==> src/hdl/shabs_pkg.sv <==
package shabs_pkg;

    // Input queue between front and back
    localparam int QDEPTH = 4;
    localparam int QAW    = $clog2(QDEPTH);

    // Block geometry, in bytes
    localparam logic [6:0] BLK_BYTES = 7'd64;
    localparam logic [6:0] LEN_POS   = 7'd56;
    localparam logic [7:0] PAD_BYTE  = 8'h80;

    // One classified input transaction
    typedef struct packed {
        logic       finish;  // 1: pad and emit digest, 0: absorb data
        logic [7:0] data;
    } t_item;

    localparam logic [31:0] H_INIT [8] = '{
        32'h6a09e667, 32'hbb67ae85, 32'h3c6ef372, 32'ha54ff53a,
        32'h510e527f, 32'h9b05688c, 32'h1f83d9ab, 32'h5be0cd19
    };

    localparam logic [31:0] K_TAB [64] = '{
        32'h428a2f98, 32'h71374491, 32'hb5c0fbcf, 32'he9b5dba5,
        32'h3956c25b, 32'h59f111f1, 32'h923f82a4, 32'hab1c5ed5,
        32'hd807aa98, 32'h12835b01, 32'h243185be, 32'h550c7dc3,
        32'h72be5d74, 32'h80deb1fe, 32'h9bdc06a7, 32'hc19bf174,
        32'he49b69c1, 32'hefbe4786, 32'h0fc19dc6, 32'h240ca1cc,
        32'h2de92c6f, 32'h4a7484aa, 32'h5cb0a9dc, 32'h76f988da,
        32'h983e5152, 32'ha831c66d, 32'hb00327c8, 32'hbf597fc7,
        32'hc6e00bf3, 32'hd5a79147, 32'h06ca6351, 32'h14292967,
        32'h27b70a85, 32'h2e1b2138, 32'h4d2c6dfc, 32'h53380d13,
        32'h650a7354, 32'h766a0abb, 32'h81c2c92e, 32'h92722c85,
        32'ha2bfe8a1, 32'ha81a664b, 32'hc24b8b70, 32'hc76c51a3,
        32'hd192e819, 32'hd6990624, 32'hf40e3585, 32'h106aa070,
        32'h19a4c116, 32'h1e376c08, 32'h2748774c, 32'h34b0bcb5,
        32'h391c0cb3, 32'h4ed8aa4a, 32'h5b9cca4f, 32'h682e6ff3,
        32'h748f82ee, 32'h78a5636f, 32'h84c87814, 32'h8cc70208,
        32'h90befffa, 32'ha4506ceb, 32'hbef9a3f7, 32'hc67178f2
    };

    function automatic logic [31:0] bsig0(input logic [31:0] x);
        return {x[1:0], x[31:2]} ^ {x[12:0], x[31:13]} ^ {x[21:0], x[31:22]};
    endfunction

    function automatic logic [31:0] bsig1(input logic [31:0] x);
        return {x[5:0], x[31:6]} ^ {x[10:0], x[31:11]} ^ {x[24:0], x[31:25]};
    endfunction

    function automatic logic [31:0] ssig0(input logic [31:0] x);
        return {x[6:0], x[31:7]} ^ {x[17:0], x[31:18]} ^ {3'b000, x[31:3]};
    endfunction

    function automatic logic [31:0] ssig1(input logic [31:0] x);
        return {x[16:0], x[31:17]} ^ {x[18:0], x[31:19]} ^ {10'b0, x[31:10]};
    endfunction

endpackage

==> src/hdl/shabs_front.sv <==
module shabs_front (
    input  logic                  i_clk,
    input  logic                  i_rst_n,
    input  logic                  s_axis_tvalid,
    output logic                  s_axis_tready,
    input  logic [7:0]            s_axis_tdata,   // [7:0] data_byte
    input  logic                  s_axis_tuser,   // [0] op
    output logic                  o_item_valid,
    input  logic                  i_item_ready,
    output shabs_pkg::t_item      o_item
);
    import shabs_pkg::*;

    t_item            r_q [QDEPTH];
    logic [QAW-1:0]   r_wr;
    logic [QAW-1:0]   r_rd;
    logic [QAW:0]     r_cnt;
    logic             push;
    logic             pop;
    t_item            in_item;

    // Classify the incoming transaction
    always_comb begin
        in_item.finish = s_axis_tuser;
        in_item.data   = s_axis_tdata;
    end

    assign s_axis_tready = (r_cnt != QDEPTH[QAW:0]);
    assign o_item_valid  = (r_cnt != '0);
    assign o_item        = r_q[r_rd];
    assign push          = s_axis_tvalid && s_axis_tready;
    assign pop           = o_item_valid && i_item_ready;

    // Queue storage
    always_ff @(posedge i_clk) begin
        if (push) begin
            r_q[r_wr] <= in_item;
        end
    end

    // Queue pointers
    always_ff @(posedge i_clk) begin
        if (!i_rst_n) begin
            r_wr  <= '0;
            r_rd  <= '0;
            r_cnt <= '0;
        end else begin
            if (push) r_wr <= r_wr + 1'b1;
            if (pop)  r_rd <= r_rd + 1'b1;
            case ({push, pop})
                2'b10:   r_cnt <= r_cnt + 1'b1;
                2'b01:   r_cnt <= r_cnt - 1'b1;
                default: r_cnt <= r_cnt;
            endcase
        end
    end

endmodule

==> src/hdl/shabs_core.sv <==
module shabs_core (
    input  logic                  i_clk,
    input  logic                  i_rst_n,
    input  logic                  i_item_valid,
    output logic                  o_item_ready,
    input  shabs_pkg::t_item      i_item,
    output logic                  m_axis_tvalid,
    input  logic                  m_axis_tready,
    output logic [39:0]           m_axis_tdata,   // [31:0] digest_word, [34:32] word_index
    output logic                  m_axis_tlast    // last_word
);
    import shabs_pkg::*;

    localparam logic [2:0] S_IDLE = 3'd0;
    localparam logic [2:0] S_PAD  = 3'd1;
    localparam logic [2:0] S_RND  = 3'd2;
    localparam logic [2:0] S_ADD  = 3'd3;
    localparam logic [2:0] S_OUT  = 3'd4;

    logic [2:0]   r_state, n_state;
    logic [6:0]   r_fill, n_fill;
    logic [63:0]  r_count, n_count;
    logic [5:0]   r_rnd, n_rnd;
    logic [2:0]   r_idx, n_idx;
    logic         r_pad, n_pad;
    logic         r_final, n_final;
    logic [31:0]  r_hash [8];
    logic [31:0]  n_hash [8];
    logic [31:0]  r_v [8];
    logic [31:0]  n_v [8];
    logic [511:0] r_blk, n_blk;

    logic         pop;
    logic         out_take;
    logic [31:0]  w_cur;
    logic [31:0]  w_new;
    logic [31:0]  t1;
    logic [31:0]  t2;
    logic [31:0]  ch;
    logic [31:0]  maj;

    assign o_item_ready  = (r_state == S_IDLE);
    assign pop           = i_item_valid && o_item_ready;
    assign m_axis_tvalid = (r_state == S_OUT);
    assign out_take      = m_axis_tvalid && m_axis_tready;
    assign m_axis_tdata  = {5'b0, r_idx, r_hash[r_idx]};
    assign m_axis_tlast  = (r_idx == 3'd7);

    // Round datapath; the block register doubles as the message schedule window
    assign w_cur = r_blk[511:480];
    assign w_new = w_cur + ssig0(r_blk[479:448]) + r_blk[223:192] + ssig1(r_blk[63:32]);
    assign ch    = (r_v[4] & r_v[5]) ^ (~r_v[4] & r_v[6]);
    assign maj   = (r_v[0] & r_v[1]) ^ (r_v[0] & r_v[2]) ^ (r_v[1] & r_v[2]);
    assign t1    = r_v[7] + bsig1(r_v[4]) + ch + K_TAB[r_rnd] + w_cur;
    assign t2    = bsig0(r_v[0]) + maj;

    // Sequencer
    always_comb begin
        n_state = r_state;
        n_fill  = r_fill;
        n_count = r_count;
        n_rnd   = r_rnd;
        n_idx   = r_idx;
        n_pad   = r_pad;
        n_final = r_final;
        n_hash  = r_hash;
        n_v     = r_v;
        n_blk   = r_blk;
        unique case (r_state)
            S_IDLE: begin
                if (pop) begin
                    n_fill = r_fill + 7'd1;
                    if (i_item.finish) begin
                        n_blk   = {r_blk[503:0], PAD_BYTE};
                        n_pad   = 1'b1;
                        n_state = S_PAD;
                    end else begin
                        n_blk   = {r_blk[503:0], i_item.data};
                        n_count = r_count + 64'd8;
                    end
                    if (r_fill == BLK_BYTES - 7'd1) begin
                        n_state = S_RND;
                        n_v     = r_hash;
                        n_rnd   = '0;
                    end
                end
            end
            S_PAD: begin
                if (r_fill == LEN_POS) begin
                    // length field closes the final block
                    n_blk   = {r_blk[447:0], r_count};
                    n_final = 1'b1;
                    n_state = S_RND;
                    n_v     = r_hash;
                    n_rnd   = '0;
                end else begin
                    n_blk  = {r_blk[503:0], 8'h00};
                    n_fill = r_fill + 7'd1;
                    if (r_fill == BLK_BYTES - 7'd1) begin
                        n_state = S_RND;
                        n_v     = r_hash;
                        n_rnd   = '0;
                    end
                end
            end
            S_RND: begin
                n_v[7] = r_v[6];
                n_v[6] = r_v[5];
                n_v[5] = r_v[4];
                n_v[4] = r_v[3] + t1;
                n_v[3] = r_v[2];
                n_v[2] = r_v[1];
                n_v[1] = r_v[0];
                n_v[0] = t1 + t2;
                n_blk  = {r_blk[479:0], w_new};
                n_rnd  = r_rnd + 6'd1;
                if (r_rnd == 6'd63) n_state = S_ADD;
            end
            S_ADD: begin
                for (int i = 0; i < 8; i++) n_hash[i] = r_hash[i] + r_v[i];
                n_fill = '0;
                if (r_final) begin
                    n_state = S_OUT;
                    n_idx   = '0;
                end else if (r_pad) begin
                    n_state = S_PAD;
                end else begin
                    n_state = S_IDLE;
                end
            end
            S_OUT: begin
                if (out_take) begin
                    n_idx = r_idx + 3'd1;
                    if (r_idx == 3'd7) begin
                        n_hash  = H_INIT;
                        n_count = '0;
                        n_fill  = '0;
                        n_pad   = 1'b0;
                        n_final = 1'b0;
                        n_state = S_IDLE;
                    end
                end
            end
            default: n_state = S_IDLE;
        endcase
    end

    // Control and hash state
    always_ff @(posedge i_clk) begin
        if (!i_rst_n) begin
            r_state <= S_IDLE;
            r_fill  <= '0;
            r_count <= '0;
            r_rnd   <= '0;
            r_idx   <= '0;
            r_pad   <= 1'b0;
            r_final <= 1'b0;
            r_hash  <= H_INIT;
        end else begin
            r_state <= n_state;
            r_fill  <= n_fill;
            r_count <= n_count;
            r_rnd   <= n_rnd;
            r_idx   <= n_idx;
            r_pad   <= n_pad;
            r_final <= n_final;
            r_hash  <= n_hash;
        end
    end

    // Working variables and block window
    always_ff @(posedge i_clk) begin
        r_v   <= n_v;
        r_blk <= n_blk;
    end

    a_fill_range: assert property (@(posedge i_clk) disable iff (!i_rst_n)
        r_fill <= BLK_BYTES)
        else $error("block fill out of range");

    a_rnd_step: assert property (@(posedge i_clk) disable iff (!i_rst_n)
        (r_state == S_RND && r_rnd != 6'd63) |=> (r_state == S_RND && r_rnd == $past(r_rnd) + 6'd1))
        else $error("compression round sequence broken");

    a_absorb_count: assert property (@(posedge i_clk) disable iff (!i_rst_n)
        (pop && !i_item.finish) |=> (r_count == $past(r_count) + 64'd8))
        else $error("bit count not advanced on absorb");

    a_digest_clear: assert property (@(posedge i_clk) disable iff (!i_rst_n)
        (out_take && r_idx == 3'd7) |=> (r_count == '0 && r_fill == '0 && r_state == S_IDLE))
        else $error("state not cleared after digest");

endmodule

==> src/hdl/sha256_byte_stream_hash.sv <==
// SHA-256 over a byte stream.
// Input channel (s_axis): one transaction per message byte. tuser = 0 absorbs
// tdata as the next message byte; tuser = 1 closes the message (tdata ignored).
// Output channel (m_axis): after a close, eight transactions carry the digest,
// h0 first; tdata[31:0] is the word, tdata[34:32] its index, tlast marks the
// eighth. The block then starts over with the initial hash value.
// An absorb is taken whenever the core is idle; each time a 64-byte block
// fills, the core runs 64 rounds at one round per cycle and a feed-forward
// add before it takes the next transaction. A close pads byte by byte, runs
// one or two compressions, then hands out the digest words as they are taken.
// The shared round unit runs one round per cycle.
// A four-entry input queue keeps taking transactions while the hash engine
// is busy or the output is stalled; s_axis_tready drops only when it is full.
// While m_axis_tready is low the current digest word holds steady.
// Reset (i_rst_n low, synchronous) empties the queue, drops any partial
// message and loads the initial hash value.
module sha256_byte_stream_hash (
    input  logic        i_clk,
    input  logic        i_rst_n,
    input  logic        s_axis_tvalid,
    output logic        s_axis_tready,
    input  logic [7:0]  s_axis_tdata,   // [7:0] data_byte
    input  logic        s_axis_tuser,   // [0] op
    output logic        m_axis_tvalid,
    input  logic        m_axis_tready,
    output logic [39:0] m_axis_tdata,   // [31:0] digest_word, [34:32] word_index
    output logic        m_axis_tlast    // last_word
);
    import shabs_pkg::*;

    logic  item_valid;
    logic  item_ready;
    t_item item;

    shabs_front u_front (
        .i_clk         (i_clk),
        .i_rst_n       (i_rst_n),
        .s_axis_tvalid (s_axis_tvalid),
        .s_axis_tready (s_axis_tready),
        .s_axis_tdata  (s_axis_tdata),
        .s_axis_tuser  (s_axis_tuser),
        .o_item_valid  (item_valid),
        .i_item_ready  (item_ready),
        .o_item        (item)
    );

    shabs_core u_core (
        .i_clk         (i_clk),
        .i_rst_n       (i_rst_n),
        .i_item_valid  (item_valid),
        .o_item_ready  (item_ready),
        .i_item        (item),
        .m_axis_tvalid (m_axis_tvalid),
        .m_axis_tready (m_axis_tready),
        .m_axis_tdata  (m_axis_tdata),
        .m_axis_tlast  (m_axis_tlast)
    );

endmodule

==> config.mk <==
export PLATFORM = sky130hd
export DESIGN_NAME = sha256_byte_stream_hash
export DESIGN_NICKNAME = d
export VERILOG_FILES = /design/src/hdl/shabs_pkg.sv /design/src/hdl/shabs_front.sv /design/src/hdl/shabs_core.sv /design/src/hdl/sha256_byte_stream_hash.sv
export SDC_FILE = /design/constraint.sdc
export NUM_CORES = 2
export LEC_CHECK = 0
export BUFFER_PORTS_ARGS = -buffer_cell sky130_fd_sc_hd__buf_2
export CAP_MARGIN = 20
export CORE_ASPECT_RATIO = 1.2
export CORE_MARGIN = 3
export CORE_UTILIZATION = 41
export CTS_BUF_LIST = sky130_fd_sc_hd__clkbuf_16
export CTS_CLUSTER_DIAMETER = 60
export DETAILED_ROUTE_END_ITERATION = 7
export GPL_TIMING_DRIVEN = 0
export PLACE_DENSITY_LB_ADDON = 0.1
export SLEW_MARGIN = 10
export SYNTH_ARGS = -nofsm -noshare
export SYNTH_HDL_FRONTEND = slang
export SYNTH_HIERARCHICAL = 1
export SYNTH_SLANG_ARGS = --single-unit
export TNS_END_PERCENT = 5
==> constraint.sdc <==
create_clock -name i_clk -period 143.2 [get_ports i_clk]
set_input_delay 0 -clock i_clk [delete_from_list [all_inputs] [get_ports i_clk]]
set_output_delay 0 -clock i_clk [all_outputs]
set_load 0.05 [all_outputs]
==> impl_metrics.toml <==
[outcome]
status = "complete, but fails checks"
violations = "design-rule violations"

[synth]
syn_avg_cell_area_um2 = 9.91
ys_seq_elements = 1151
synth_edf_count = 804
yosysUniqueCellTypes = 101
netlist_area_mm2 = 0.0788
ys_seq_area_frac = 0.394
async_flop_share = 0
yosys_warnings = 6
synth_ff_type = "edfxtp_1"
syn_inst = 7953

[drt]
drtAntennaViolNets = 0
post_drt_wl_per_cell_um = 33.7
via_per_inst = 6.45
drtPass1Iterations = 8
drc_errors = 189
vias = 70000
wirelength_um = 366000
drt-initial-drc-count = 10500

[sta]
finalWorstPathRequiredPeriod_ns = 11.05
timing_hold_violations_final = 0
timing.final.crit_share = 0.0772
skew_ns = 0.0366
rsz0062_at_grt = "no"
tightest_slew_ns = 1.26
slew_headroom = 0.156
tns_ns = 0
drv_slew = 0
max_freq_mhz = 90.5
finalSetupViolCount = 0

[die]
core-area_mm2 = 0.190
start_util = 0.414
io_pins = 56
die_w_um = 406
die_h_um = 486
dieArea_mm2 = 0.198
core.rowCount = 175

[worst_setup_path]
startpoint_type = "flop"
critical_path_class = "flop to flop"
cp_data_arrival_time_ns = 11.58
slowest_delay_ns = 0.73
cp.required_ns = 143.73
worst-path-buf-inv = 6
worstSetupEndpointType = "flop"
slowest_stage = "clkbuf_1"
crit_path_max_fanout = 14
path_delay_family = "compound AO/OA/AOI/OAI gates"

[worst_hold_path]
hold_class = "input pin to flop"

[clock_network]
cts_buffer_depth = 3
cts_num_sinks = 1151
cts.clk_slew.worst_paths_ns = 0.06
cts_root_buf = "clkbuf_16"
cts_buffers = 146
htreeDepth = 4
postCtsSetupRepairBufs = 0
clk_latency_ns = 0.83
cts_tree = "yes"

[place]
hpwl_um = 289000
io_buffers = 49
gp_congestion = 1.07

[run]
drv_cap = 0

[final_layout]
area_delta_synth_final_pct = 12.4
fillers = 18200
drive_above_1_share = 0.0683
final_cell_mix = "1196 x inv_1, 804 x edfxtp_1, 676 x a222oi_1"
mostFrequentLayoutCell = "inv_1"
nets = 8861

[global_routing]
grt_usage = 0.362
grt_max_degree = 28
grt_pass1_vias = 69000
grt_pass1_wl_um = 508000
antenna_found_initial = 11
grt_overflow = 0
-- state kept, by name, summed over array words and instances, names as in the netlist, named ones only --
register and cells:
u_core/r_count 61, u_core/r_pad 1, u_core/r_hash 256, u_core/r_idx 3
u_core/r_blk 512, u_front/r_cnt 3, u_core/r_final 1, u_front/r_q 36
u_core/r_fill 7, u_core/r_rnd 6, u_core/r_state 3, u_core/r_v 256
u_front/r_wr 2, u_front/r_rd 2
-- through the flow --
| step | util | cells | hold slack, ns | setup slack [ns] | instance area (um^2) |
|---|---|---|---|---|---|
| 3_3_place_gp | 0.432 | 10500 | 0.212 | 51.87 | 82200 |
| 5_1_grt | 0.466 | 10800 | 0.0979 | 131.87 | 88600 |
| 2_1_floorplan | - | 7957 | 0.0989 | 84.25 | 78800 |
| 4_1_cts | 0.465 | 10800 | 0.00138 | 132.64 | 88600 |
| 6_report | 0.466 | 10800 | 0.0624 | 132.15 | 88600 |
| 3_5_place_dp | 0.439 | 10600 | 0.227 | 132.62 | 83600 |
-- cells in the mapped netlist, drive strengths merged (12+ instances only) --
master / instances / share of area
dfxtp: 347 / 0.088
a221oi: 18 / 0.0021
mux4: 80 / 0.023
a21oi: 396 / 0.025
inv: 1169 / 0.056
nor3: 80 / 0.0052
mux2: 43 / 0.0061
a222oi: 676 / 0.086
and4: 18 / 0.0020
fa: 196 / 0.050
and2: 29 / 0.0023
a221o: 20 / 0.0025
and3: 52 / 0.0041
o211ai: 44 / 0.0043
a21o: 217 / 0.021
a22o: 12 / 0.0013
o311ai: 12 / 0.0014
a22oi: 137 / 0.013
mux2i: 40 / 0.0051
or3: 43 / 0.0034
xor2: 276 / 0.031
o21ai: 387 / 0.025
or2: 14 / 0.0011
a31oi: 51 / 0.0040
o21a: 64 / 0.0061
o21bai: 48 / 0.0046
a2111oi: 17 / 0.0022
nand2b: 61 / 0.0048
nor2: 380 / 0.018
ha: 405 / 0.064
nor4: 13 / 0.0010
nor2b: 59 / 0.0047
a211oi: 48 / 0.0048
clkbuf: 498 / 0.024
xnor2: 339 / 0.038
buf: 49 / 0.0027
nand3: 111 / 0.0070
nand2: 391 / 0.019
o22ai: 79 / 0.0063
o31ai: 28 / 0.0030
nand4: 32 / 0.0026
a311oi: 21 / 0.0026
edfxtp: 804 / 0.31
a21boi: 18 / 0.0018
-- cell families after synthesis --
group                    Yosys count  synth area share
AO/OA/AOI/OAI                   2390             0.228
buffers and inverters           1716            0.0821
AND/OR/NAND/NOR                 1313            0.0782
flip-flops                      1151             0.394
XOR/XNOR                         615            0.0683
adder cells (fa/ha/maj)          604             0.114
multiplexers                     163            0.0341
other                              1         0.0000476
-- metal layers --
layer / up-vias / GRT usage / routed length, um
li1: 30300 / - / -
met1: 34800 / 0.397 / 125000
met2: 3804 / 0.610 / 175000
met3: 1063 / 0.0614 / 28200
met4: 12 / 0.300 / 36800
met5: - / 0 / 88
-- cell type report --
type,count,area (um^2),area share
Multi-Input combinational cell,5090,41300,0.466
Sequential cell,1151,31100,0.351
Inverter,1169,4390,0.0495
Clock buffer,153,3830,0.0432
Tap cell,2478,3100,0.0350
Buffer,547,2130,0.0241
Timing Repair Buffer,142,1790,0.0202
Clock inverter,112,926,0.0105
Antenna cell,4,10.0,0.000113
-- final timing paths --
| check | startpoint | endpoint | slack (ns) | cells past startpoint |
|---|---|---|---|---|
| setup reg to reg | u_core/r_rnd[0] | u_core/r_v[254] | 132.15 | 35 |
| hold reg to reg | u_core/r_pad | u_core/r_pad | 0.48 | 2 |
| hold / removal | m_axis_tready | u_core/r_idx[1] | 0.06 | 4 |
| setup / recovery | u_core/r_rnd[0] | u_core/r_v[254] | 132.15 | 35 |
-- repair_timing --
action	4_1_cts	5_1_grt
resized for setup	0	0
hold buffers	22	0
endpoints found under the setup margin	0	0
endpoints found under the hold margin	63	0
-- worst register-to-register path, delay by kind of cell (launching register included) --
| kind | cells | cell delay (ns) |
|---|---|---|
| buffers and inverters | 6 | 2.07 |
| AOI/OAI and AO/OA | 12 | 3.73 |
| adders and majority gates | 5 | 1.90 |
| xor gates and xnor gates | 2 | 0.39 |
| DFF | 1 | 0.44 |
| and+or+nand+nor | 10 | 2.24 |
Power is not shown: default switching activity piles up to over one toggle a cycle in this logic, so the estimate is an artifact.
